### src/rtl/core/gce_pkg.sv
// Shared types and constants of the gradient curve evaluator.
// Holds field widths, command and register codes, controller states and the
// command and status bundles between controller and datapath. No dependencies.
package gce_pkg;

   localparam int CMD_W       = 2;
   localparam int INDEX_W     = 3;
   localparam int TIME_W      = 17;
   localparam int COLOR_W     = 32;
   localparam int SCALE_W     = 16;
   localparam int MS_W        = 32;
   localparam int WIDTH_W     = 32;
   localparam int NODES_W     = 4;
   localparam int INV_W       = 32;
   localparam int CSR_INDEX_W = 1;
   localparam int CSR_DATA_W  = 32;

   localparam logic [CMD_W-1:0] CMD_LOAD  = 2'd0;
   localparam logic [CMD_W-1:0] CMD_BEGIN = 2'd1;
   localparam logic [CMD_W-1:0] CMD_EVAL  = 2'd2;

   localparam logic [CSR_INDEX_W-1:0] CSR_NODES_IN_USE = 1'b0;
   localparam logic [CSR_INDEX_W-1:0] CSR_INV_LIFE     = 1'b1;

   localparam logic [INV_W-1:0]  INV_LIFE_RESET = 32'd4294967;
   localparam logic [TIME_W-1:0] FRAC_ONE       = 17'h10000;

   localparam int STEP_W    = 4;
   localparam int LANE_W    = 3;
   localparam logic [STEP_W-1:0] DIV_LAST   = 4'd15;
   localparam logic [LANE_W-1:0] LANE_SCALE = 3'd4;

   typedef struct packed {
      logic [TIME_W-1:0]  node_time;
      logic [COLOR_W-1:0] node_color;
      logic [SCALE_W-1:0] node_scale;
   } node_type;

   typedef struct packed {
      logic [CMD_W-1:0]   cmd;
      logic [INDEX_W-1:0] node_index;
      logic [TIME_W-1:0]  node_time;
      logic [COLOR_W-1:0] node_color;
      logic [SCALE_W-1:0] node_scale;
      logic [MS_W-1:0]    now_ms;
      logic [MS_W-1:0]    born_ms;
      logic [WIDTH_W-1:0] width_in;
   } req_data_type;

   typedef enum logic [3:0] {
      S_IDLE,
      S_MUL,
      S_FRAC,
      S_HI,
      S_WALK,
      S_ONE,
      S_DIV_SETUP,
      S_DIV,
      S_LANE,
      S_WMUL,
      S_DONE
   } state_type;

   typedef enum logic [3:0] {
      OP_NONE,
      OP_ACCEPT,
      OP_MUL,
      OP_FRAC,
      OP_HI,
      OP_WALK,
      OP_ONE,
      OP_DIV_SETUP,
      OP_DIV_STEP,
      OP_LANE,
      OP_WMUL,
      OP_RESULT
   } dp_op_type;

   typedef struct packed {
      dp_op_type         op;
      logic [LANE_W-1:0] lane;
   } dp_cmd_type;

   typedef struct packed {
      logic n_zero;
      logic n_one;
      logic walk_done;
      logic div_skip;
   } dp_status_type;

endpackage

### src/rtl/core/gce_ctrl.sv
// Controller of the gradient curve evaluator: sequences accept, age multiply,
// segment walk, division, interpolation lanes and result hand-off.
// Drives gce_datapath through dp_cmd_type; depends on gce_pkg.
module gce_ctrl (
   input  logic                        clock,
   input  logic                        reset,
   input  logic                        req_valid,
   input  logic [gce_pkg::CMD_W-1:0]   req_cmd,
   output logic                        req_ready,
   input  logic                        rsp_ready,
   output logic                        rsp_valid,
   input  gce_pkg::dp_status_type      status,
   output gce_pkg::dp_cmd_type         cmd
);
   import gce_pkg::*;

   state_type         state_ff, state_in;
   logic [STEP_W-1:0] cnt_ff, cnt_in;
   logic              rsp_valid_ff, rsp_valid_in;
   logic              out_load;

   assign out_load = (state_ff == S_DONE) && (!rsp_valid_ff || rsp_ready);

   always_comb begin
      state_in     = state_ff;
      cnt_in       = cnt_ff;
      rsp_valid_in = out_load ? 1'b1 : (rsp_ready ? 1'b0 : rsp_valid_ff);

      unique case (state_ff)
         S_IDLE: begin
            if (req_valid && req_cmd == CMD_EVAL) begin
               state_in = status.n_zero ? S_DONE : S_MUL;
            end
         end
         S_MUL:  state_in = S_FRAC;
         S_FRAC: state_in = status.n_one ? S_ONE : S_HI;
         S_HI:   state_in = S_WALK;
         S_WALK: begin
            if (status.walk_done) begin
               state_in = S_DIV_SETUP;
            end
         end
         S_ONE:  state_in = S_DIV_SETUP;
         S_DIV_SETUP: begin
            cnt_in   = '0;
            state_in = status.div_skip ? S_LANE : S_DIV;
         end
         S_DIV: begin
            if (cnt_ff == DIV_LAST) begin
               cnt_in   = '0;
               state_in = S_LANE;
            end else begin
               cnt_in = cnt_ff + STEP_W'(1);
            end
         end
         S_LANE: begin
            if (cnt_ff[LANE_W-1:0] == LANE_SCALE) begin
               state_in = S_WMUL;
            end else begin
               cnt_in = cnt_ff + STEP_W'(1);
            end
         end
         S_WMUL: state_in = S_DONE;
         S_DONE: begin
            if (out_load) begin
               state_in = S_IDLE;
            end
         end
         default: state_in = S_IDLE;
      endcase
   end

   always_comb begin
      req_ready = 1'b0;
      cmd.op    = OP_NONE;
      cmd.lane  = cnt_ff[LANE_W-1:0];

      unique case (state_ff)
         S_IDLE: begin
            req_ready = 1'b1;
            cmd.op    = req_valid ? OP_ACCEPT : OP_NONE;
         end
         S_MUL:       cmd.op = OP_MUL;
         S_FRAC:      cmd.op = OP_FRAC;
         S_HI:        cmd.op = OP_HI;
         S_WALK:      cmd.op = OP_WALK;
         S_ONE:       cmd.op = OP_ONE;
         S_DIV_SETUP: cmd.op = OP_DIV_SETUP;
         S_DIV:       cmd.op = OP_DIV_STEP;
         S_LANE:      cmd.op = OP_LANE;
         S_WMUL:      cmd.op = OP_WMUL;
         S_DONE:      cmd.op = out_load ? OP_RESULT : OP_NONE;
         default:     cmd.op = OP_NONE;
      endcase
   end

   always_ff @(posedge clock) begin
      if (reset) begin
         state_ff     <= S_IDLE;
         cnt_ff       <= '0;
         rsp_valid_ff <= 1'b0;
      end else begin
         state_ff     <= state_in;
         cnt_ff       <= cnt_in;
         rsp_valid_ff <= rsp_valid_in;
      end
   end

   assign rsp_valid = rsp_valid_ff;

endmodule

### config.mk
export PLATFORM = sky130hd
export DESIGN_NAME = gce_ctrl
export DESIGN_NICKNAME = d
export VERILOG_FILES = /design/src/rtl/core/gce_pkg.sv /design/src/rtl/core/gce_ctrl.sv
export SDC_FILE = /design/constraint.sdc
export NUM_CORES = 1
export LEC_CHECK = 0
export BUFFER_PORTS_ARGS = -buffer_cell sky130_fd_sc_hd__buf_4
export CORE_UTILIZATION = 51
export CTS_CLUSTER_DIAMETER = 40
export DETAILED_ROUTE_END_ITERATION = 10
export PLACE_DENSITY = 0.77
export SYNTH_ARGS = -nofsm -noshare
export SYNTH_HDL_FRONTEND = slang
export SYNTH_SLANG_ARGS = --single-unit
### constraint.sdc
create_clock -name clock -period 1.75 [get_ports clock]
set_input_delay 0.2625 -clock clock [delete_from_list [all_inputs] [get_ports clock]]
set_output_delay 0.2625 -clock clock [all_outputs]
set_load 0.05 [all_outputs]
=== Word-level counts from Yosys, hierarchy flattened ===
Cells that the tools add are included.
W data, S select, Z words.

* Bits in registers: 9
* Output and inout port bits: 9
* Logic and storage cells: 50
* Input bits: 10

* Reduce and logical (&&, ||, !) cells: 9
* Mux-type cells: 18
* $add $sub $neg: 1
* Equality and inequality tests: 19

{| class="wikitable"
|+ Operator list
! cell !! count
|-
| $pmux W4 S11 || 2
|-
| $mux W4 || 10
|-
| $eq A4 B3 Y1 const B || 4
|-
| $eq A4 B4 Y1 const B || 4
|-
| $ne A2 B2 Y1 const B || 6
|-
| $pmux W4 S3 || 1
|-
| $eq A4 B2 Y1 const B || 2
|-
| $reduce_and A5 Y1 || 1
|-
| $add A4 B1 Y4 const B || 1
|-
| $eq A4 B1 Y1 const B || 1
|-
| $logic_not A4 Y1 || 1
|-
| $mux W1 || 4
|-
| $eq A3 B3 Y1 const B || 1
|-
| $mux W3 || 1
|-
| $reduce_bool A3 Y1 || 1
|-
| $eq A2 B2 Y1 const B || 1
|-
| $logic_and A1 B1 Y1 || 2
|-
| $reduce_and A2 Y1 || 1
|-
| $reduce_bool A2 Y1 || 1
|-
| $logic_not A1 Y1 || 1
|-
| $logic_or A1 B1 Y1 || 1
|}

=== Depth between registers and ports, before layout ===
Gate-level depths: netlist of run 1.

* Depth in word-level cells: 5
* Depth in mapped cells: 6
* Gate-level depth less buffers: 6

=== Least setup slack after synthesis of run 1 ===
Ideal clock, no wire load.

* Path kind: register -> output
* Start: register rsp_valid_ff, in the netlist rsp_valid
* End: output cmd[4] (netlist bit)
* Buffers on the path: 0
* Required time: 1.487 ns
* Stages on the path, launching flop included: 4
* Data arrival time: 2.109 ns
* Path slack: -0.621 ns
* Cells stage by stage: dfxtp_1 > nor2b_1 > a21o_1 > a221oi_1

{| class="wikitable"
|+ RTL lines
! element !! RTL line !! source
|-
| start, declared || gce_ctrl.sv:19 || <nowiki>logic rsp_valid_ff, rsp_valid_in;</nowiki>
|-
| start signal, assigned || gce_ctrl.sv:105 || <nowiki>rsp_valid_ff <= rsp_valid_in;</nowiki>
|-
| end, declared || gce_ctrl.sv:13 || <nowiki>output gce_pkg::dp_cmd_type cmd</nowiki>
|}

=== Worst setup path after layout of run 1 ===
* Start: register state_ff[0]
* End: output req_ready

* Longest elaborated chain between the ends: 2

{| class="wikitable"
|+ RTL lines
! element !! RTL line !! source
|-
| start, declared || gce_ctrl.sv:17 || <nowiki>state_type state_ff, state_in;</nowiki>
|-
| start signal, assigned || gce_ctrl.sv:103 || <nowiki>state_ff <= state_in;</nowiki>
|-
| $logic_not A4 Y1 || gce_ctrl.sv:78 || <nowiki>unique case (state_ff)</nowiki>
|-
| $mux W1 || gce_ctrl.sv:78 ||
|-
| end, declared || gce_ctrl.sv:9 || <nowiki>output logic req_ready,</nowiki>
|}

Every way passes these cells.

==> flow_summary_export.csv, run 1 <==
group,metric,value,unit
drt,drc_errors,0,
logic_synthesis,synth_common_cells,"dfxtp_1 (9), nor2_1 (8), a21oi_1 (7)",
logic_synthesis,ys_seq_area_share,24.1,%
logic_synthesis,syn-num-nets,105,
final_layout,drive_gt1_share,37.8,%
timing,slew_violations,0,
power,max-vdd-ir-drop,1140,uV
power,p_per_area,2030,mW/mm^2
floorplan,die_h,40.3,um
power,p_sw,1.01,mW
drt,drt_wl_total,1.86,mm
cts,cts_setup_buffers,0,
place,dpl.hpwl,1.37,mm
power,combinationalPowerShare,71.6,%
cts,clk_pin_slew_worst_paths,60,ps
floorplan,rows,13,
grt,grt.overflow.total,0,
grt,grt_pass1_wl,2.79,mm
timing,slew_headroom,68.5,%
drt,vias,750,
floorplan,die-area,0.00162,mm^2
logic_synthesis,ys.flop_type,"dfxtp_1",
logic_synthesis,yosysTopAreaCellShare,24.1,%
logic_synthesis,yosysWarnings,0,
critical_path,path_class,"flip-flop to output port",
grt,antenna_found_initial,0,
cts,cts_root_buf,"clkbuf_4",
drt,drt-wirelength-per-cell,14.8,um
timing,finClkSkew,3.34,ps
logic_synthesis,synth_edf_count,0,
cts,h-tree-depth,1,
floorplan,initial_core_util,56.0,%
min_path,hp-class,"input pin to flip-flop",
drt,vias_per_cell,5.95,
floorplan,ios,19,
drt,firstDrtPassIters,6,
final_layout,num-fill-cells,108,
final_layout,nets,124,
cts,cts_buffers,3,
timing,setup_viol,0,
logic_synthesis,synth_seq_cells,9,
place,gp_congestion,0.812,
power,power,1.95,mW
timing,rsz0062_at_grt,"false",
grt,grt_max_degree,14,
critical_path,critical_path_peak_fanout,10,
power,seq_power_share,20.2,%
final_layout,syn2layout_area_growth,28.5,%
timing,fmax,0.596,GHz
floorplan,die_w,40.3,um
critical_path,cp.required,1490,ps
cts,clkSinkCount,9,
power,leakagePower,0.401,nW
floorplan,core_area,0.00133,mm^2
critical_path,cp-start-kind,"flip-flop",
cts,insertion_delay,260,ps
drt,drtAntennaViolNets,0,
power,clkPwrFrac,8.2,%
critical_path,endpoint_kind,"output port",
critical_path,reg2reg_slack,180,ps
cts,cts_tree,"yes",
place,port-buffer-count,18,
run,maxCapViolations,0,
cts,holdBufCountCts,0,
logic_synthesis,syn_inst,93,
logic_synthesis,ys_async_sr_fraction,0,%
logic_synthesis,yosysTopAreaCell,"dfxtp_1",
logic_synthesis,yosys-top-cells-area,"dfxtp_1 (24%), a21oi_1 (4.7%), nor2_1 (4.0%)",
timing,tightest_slew,461,ps
timing,fin_crit_sh,95.8,%
grt,grt_usage,26.2,%
power,p_int,0.935,mW
timing,min_period,1680,ps
logic_synthesis,syn_avg_cell_area,8.03,um^2
final_layout,antenna_cells,0,
status,status,"finished clean",
timing,hold_viol,0,
logic_synthesis,synth_cell_types,40,
critical_path,cp_data_arrival_time,1410,ps
cts,cts_resized,4,
grt,grt_pass1_vias,675,
cts,clk_path_buf_depth,2,
power,p_sw_share,52.0,%
drt,drtIter0Drc,9,
logic_synthesis,yosysMostFrequentCell,"dfxtp_1",
timing,whs,238,ps
logic_synthesis,synthesis.area,747,um^2
## layout make-up
type,instances,area [um^2],area share (%)
well taps,15,18.8,1.96
inverters,4,15.0,1.56
repair buffers,24,188,19.6
flip-flops and latches,9,186,19.4
clock buffers,4,26.3,2.74
multi-input cells,70,526,54.8
## cell usage in the layout, fill, tap and decap left out, types with 2 or more instances in the layout
| cell | count |
|---|---|
| a21oi_1 | 7 |
| a221oi_2 | 2 |
| a22oi_2 | 2 |
| a2bb2oi_1 | 3 |
| buf_4 | 22 |
| buf_6 | 2 |
| clkbuf_4 | 3 |
| dfxtp_1 | 6 |
| dfxtp_2 | 2 |
| ha_1 | 2 |
| inv_1 | 3 |
| nand2_1 | 5 |
| nand2b_1 | 4 |
| nand3_1 | 3 |
| nand4_1 | 3 |
| nor2_1 | 7 |
| nor2b_1 | 4 |
| o21ai_1 | 4 |
| o31ai_1 | 2 |
| xnor2_1 | 2 |
## power by group through the flow
stage	sequential, mW	combinational (mW)	clock, mW
2_1_floorplan	0.323	1.11	0
3_3_place_gp	0.380	1.33	0
3_5_place_dp	0.383	1.36	0
4_1_cts	0.388	1.36	0.162
5_1_grt	0.404	1.49	0.174
6_report	0.393	1.39	0.160
## per-layer routing
layer	vias up	wire, um	part of all wire (%)	GRT usage (%)
met5	-	0	0	0
met4	0	27	1.5	10.0
met3	4	58	3.1	3.33
met2	19	963	52	48.4
met1	350	809	44	30.1
li1	377	-	-	-
## metrics by stage
step	cell area, um^2	utilization [%]	worst slack, ps	TNS (ps)	instances
floorplan	781	-	-226	-747	93
global placement	920	68.9	163	0	122
detailed placement	920	68.9	123	0	122
CTS	950	71.2	46.6	0	126
global route	960	72.0	0.737	0	126
finish	960	72.0	72.9	0	126
## state kept, by name, indices dropped and copies added (netlist names)
| name | count |
|---|---|
| state_ff | 4 |
| cnt_ff | 4 |
| rsp_valid | 1 |
## critical path: stages (launching register included)
cell	delay [ps]
dfxtp_1	410
buf_4	230
nor4_4	310
buf_6	200
## kinds of logic (layout without fill, tap and decap cells)
kind of cell	after synthesis	in the layout	synth area share, %
AND/OR/NAND/NOR	34	34	28.1
AO/OA/AOI/OAI	31	31	30.7
buffers and inverters	14	32	10.0
flip-flops	9	9	24.1
adder cells (fa/ha/maj)	2	2	3.35
XOR/XNOR	2	2	2.35
multiplexers	1	1	1.34
## final timing paths
check	start	to	cells after the start
setup / recovery	state_ff[0]$_SDFFE_PP0P_	req_ready	3
hold / removal	reset	state_ff[1]$_SDFFE_PP0P_	2
setup reg to reg	state_ff[0]$_SDFFE_PP0P_	state_ff[3]$_SDFFE_PP0P_	4
hold reg to reg	cnt_ff[3]$_SDFFE_PP0P_	cnt_ff[3]$_SDFFE_PP0P_	2
Note: power is estimated with default switching activity, not from simulation.
==> run 2, diff against run 1 <==
--- a/config.mk
+++ b/config.mk
@@ -10,6 +10,7 @@
 export CTS_CLUSTER_DIAMETER = 40
 export DETAILED_ROUTE_END_ITERATION = 10
 export PLACE_DENSITY = 0.77
+export REMOVE_ABC_BUFFERS = 1
 export SYNTH_ARGS = -nofsm -noshare
 export SYNTH_HDL_FRONTEND = slang
 export SYNTH_SLANG_ARGS = --single-unit
==> run 2 against run 1 <==
Effect of this change:
- routed wire length is 11% lower
- register-to-register slack better by 20 ps
- cell count is 1.6% higher
- flip-flop and latch count stayed put
- utilization is 1.2 points lower
- critical endpoint is now cmd[3]
==> flow_summary_export.csv, run 2 (synthesis gave the netlist of run 1 again) <==
group,metric,value,unit
power,leakagePower,0.402,nW
drt,drt_wl_total,1.66,mm
final_layout,syn2layout_area_growth,26.3,%
cts,cts_setup_buffers,0,
cts,cts_root_buf,"clkbuf_4",
grt,grt_usage,24.0,%
critical_path,cp_data_arrival_time,1420,ps
status,status,"finished clean",
cts,clk_path_buf_depth,2,
power,clkPwrFrac,8.4,%
final_layout,seq_area,190,um^2
timing,hold_viol,0,
critical_path,crit_path_top_delay_cell,"dfxtp_2",
place,dpl.hpwl,1.25,mm
timing,rsz0062_at_grt,"false",
critical_path,timing.rr.end,"state_ff[2]$_SDFFE_PP0P_",
critical_path,critical_path_peak_fanout,7,
power,p_int,0.901,mW
critical_path,cp.required,1490,ps
critical_path,rr_startpoint,"state_ff[0]$_SDFFE_PP0P_",
min_path,worstHoldPathCells,2,
final_layout,antenna_cells,0,
final_layout,final_cell_mix,"buf_4 (26), nor2_1 (8), a21oi_1 (7), nand2_1 (5), dfxtp_1 (5)",
grt,grt_pass1_vias,556,
grt,grt_max_degree,19,
place,port-buffer-count,18,
floorplan,core_area,0.00133,mm^2
floorplan,rows,13,
power,p_sw_share,51.8,%
run,maxCapViolations,0,
drt,drtAntennaViolNets,0,
timing,slew_violations,0,
timing,fin_crit_sh,96.1,%
power,combinationalPowerShare,69.2,%
cts,clkSinkCount,9,
grt,grt.overflow.total,0,
critical_path,r2r.worst_path.cells,5,
critical_path,endpoint_kind,"output port",
critical_path,reg2reg_slack,200,ps
min_path,holdPathEnd,"state_ff[1]$_SDFFE_PP0P_",
floorplan,die_w,40.3,um
cts,cts_tree,"yes",
power,p_per_area,1980,mW/mm^2
final_layout,nets,126,
drt,drt-wirelength-per-cell,13.0,um
drt,vias_per_cell,6.04,
critical_path,critPathMaxStageDelay,400,ps
min_path,hp-class,"input pin to flip-flop",
final_layout,final_common_cell,"buf_4",
power,p_sw,0.969,mW
final_layout,drive_gt1_share,36.3,%
cts,clk_pin_slew_worst_paths,60,ps
timing,whs,219,ps
timing,tightest_slew,467,ps
floorplan,initial_core_util,56.0,%
timing,fmax,0.594,GHz
critical_path,path_cells,"buf_4, nor2_1, a221oi_1, buf_4",
drt,firstDrtPassIters,4,
cts,insertion_delay,260,ps
grt,antenna_found_initial,0,
final_layout,utilization,70.7,%
timing,min_period,1680,ps
critical_path,worst_path_most_repeated_cell,"buf_4",
floorplan,die-area,0.00162,mm^2
timing,finClkSkew,0.147,ps
place,gp_congestion,0.786,
cts,h-tree-depth,1,
critical_path,path_class,"flip-flop to output port",
final_layout,multiInputGateArea,498,um^2
drt,drc_errors,0,
final_layout,num-fill-cells,116,
timing,setup_viol,0,
floorplan,die_h,40.3,um
drt,vias,773,
critical_path,cp-start-kind,"flip-flop",
floorplan,ios,19,
grt,grt_pass1_wl,2.50,mm
drt,drtIter0Drc,9,
timing,slew_headroom,68.1,%
power,seq_power_share,22.5,%
cts,cts_buffers,3,
power,max-vdd-ir-drop,1300,uV
final_layout,fin_area,943,um^2
min_path,worstHoldStart,"reset",
place,placed_area,901,um^2
[run 2: cell types whose count changed in the layout (fill, tap and decap cells not counted)]
cell,before,now
a221oi_1,0,1
a221oi_2,2,1
a22oi_1,0,1
a22oi_2,2,1
buf_4,22,26
buf_6,2,0
dfxtp_1,6,5
dfxtp_4,1,2
nor2_1,7,8
nor2_2,1,0
nor4_2,0,1
nor4_4,1,0
o31ai_1,2,3
o31ai_2,1,0
[run 2: layout make-up]
| class | count | area share [%] |
|---|---|---|
| clock buffer | 4 | 2.79 |
| inverter | 4 | 1.59 |
| multi-input combinational | 70 | 52.8 |
| sequential | 9 | 20.2 |
| tap | 15 | 1.99 |
| timing repair buffer | 26 | 20.7 |
[run 2: worst max-delay path by stage]
stage	start	to	slack, ps
floorplan	state_ff[1]$_SDFFE_PP0P_	state_ff[2]$_SDFFE_PP0P_	-670
global placement	state_ff[1]$_SDFFE_PP0P_	state_ff[2]$_SDFFE_PP0P_	150
detailed placement	state_ff[1]$_SDFFE_PP0P_	state_ff[2]$_SDFFE_PP0P_	60
CTS	state_ff[3]$_SDFFE_PP0P_	cmd[4]	20
global route	state_ff[2]$_SDFFE_PP0P_	cmd[3]	10
finish	state_ff[2]$_SDFFE_PP0P_	cmd[3]	70
[run 2: timing repair]
item                       CTS  global route
resized for setup            5             3
gates cloned                 0             0
hold buffers                 0             0
setup endpoints to repair    4             3
[run 2: worst max-delay path, delay by kind of cell (launching register included)]
kind                   cells  cell delay [ps]
buffers and inverters      2              430
flip-flops                 1              400
AO/OA/AOI/OAI              1              270
AND/OR/NAND/NOR            1               60
[run 2: layer usage]
layer / up-vias / track usage, % / wire, um
met5: - / 0 / 0
met4: 0 / 5.00 / 7
met3: 2 / 10.0 / 96
met2: 24 / 39.5 / 796
met1: 359 / 29.0 / 759
li1: 388 / - / -
[run 2: metrics by stage]
stage	TNS, ps	instances	worst slack (ps)	power [mW]
finish	0	128	67.5	1.87
detailed placement	0	124	63.3	1.67
global route	0	128	11.7	1.99
CTS	0	128	17.9	1.85
floorplan	-4480	83	-665	1.28
global placement	0	124	154	1.65
[run 2: power by group through the flow]
stage	Clock, mW	Combinational, mW	Sequential (mW)
final	0.157	1.29	0.420
after global routing	0.175	1.38	0.431
after CTS	0.163	1.28	0.405
after detailed placement	0	1.27	0.398
after global placement	0	1.26	0.395
after floorplan	0	0.815	0.463
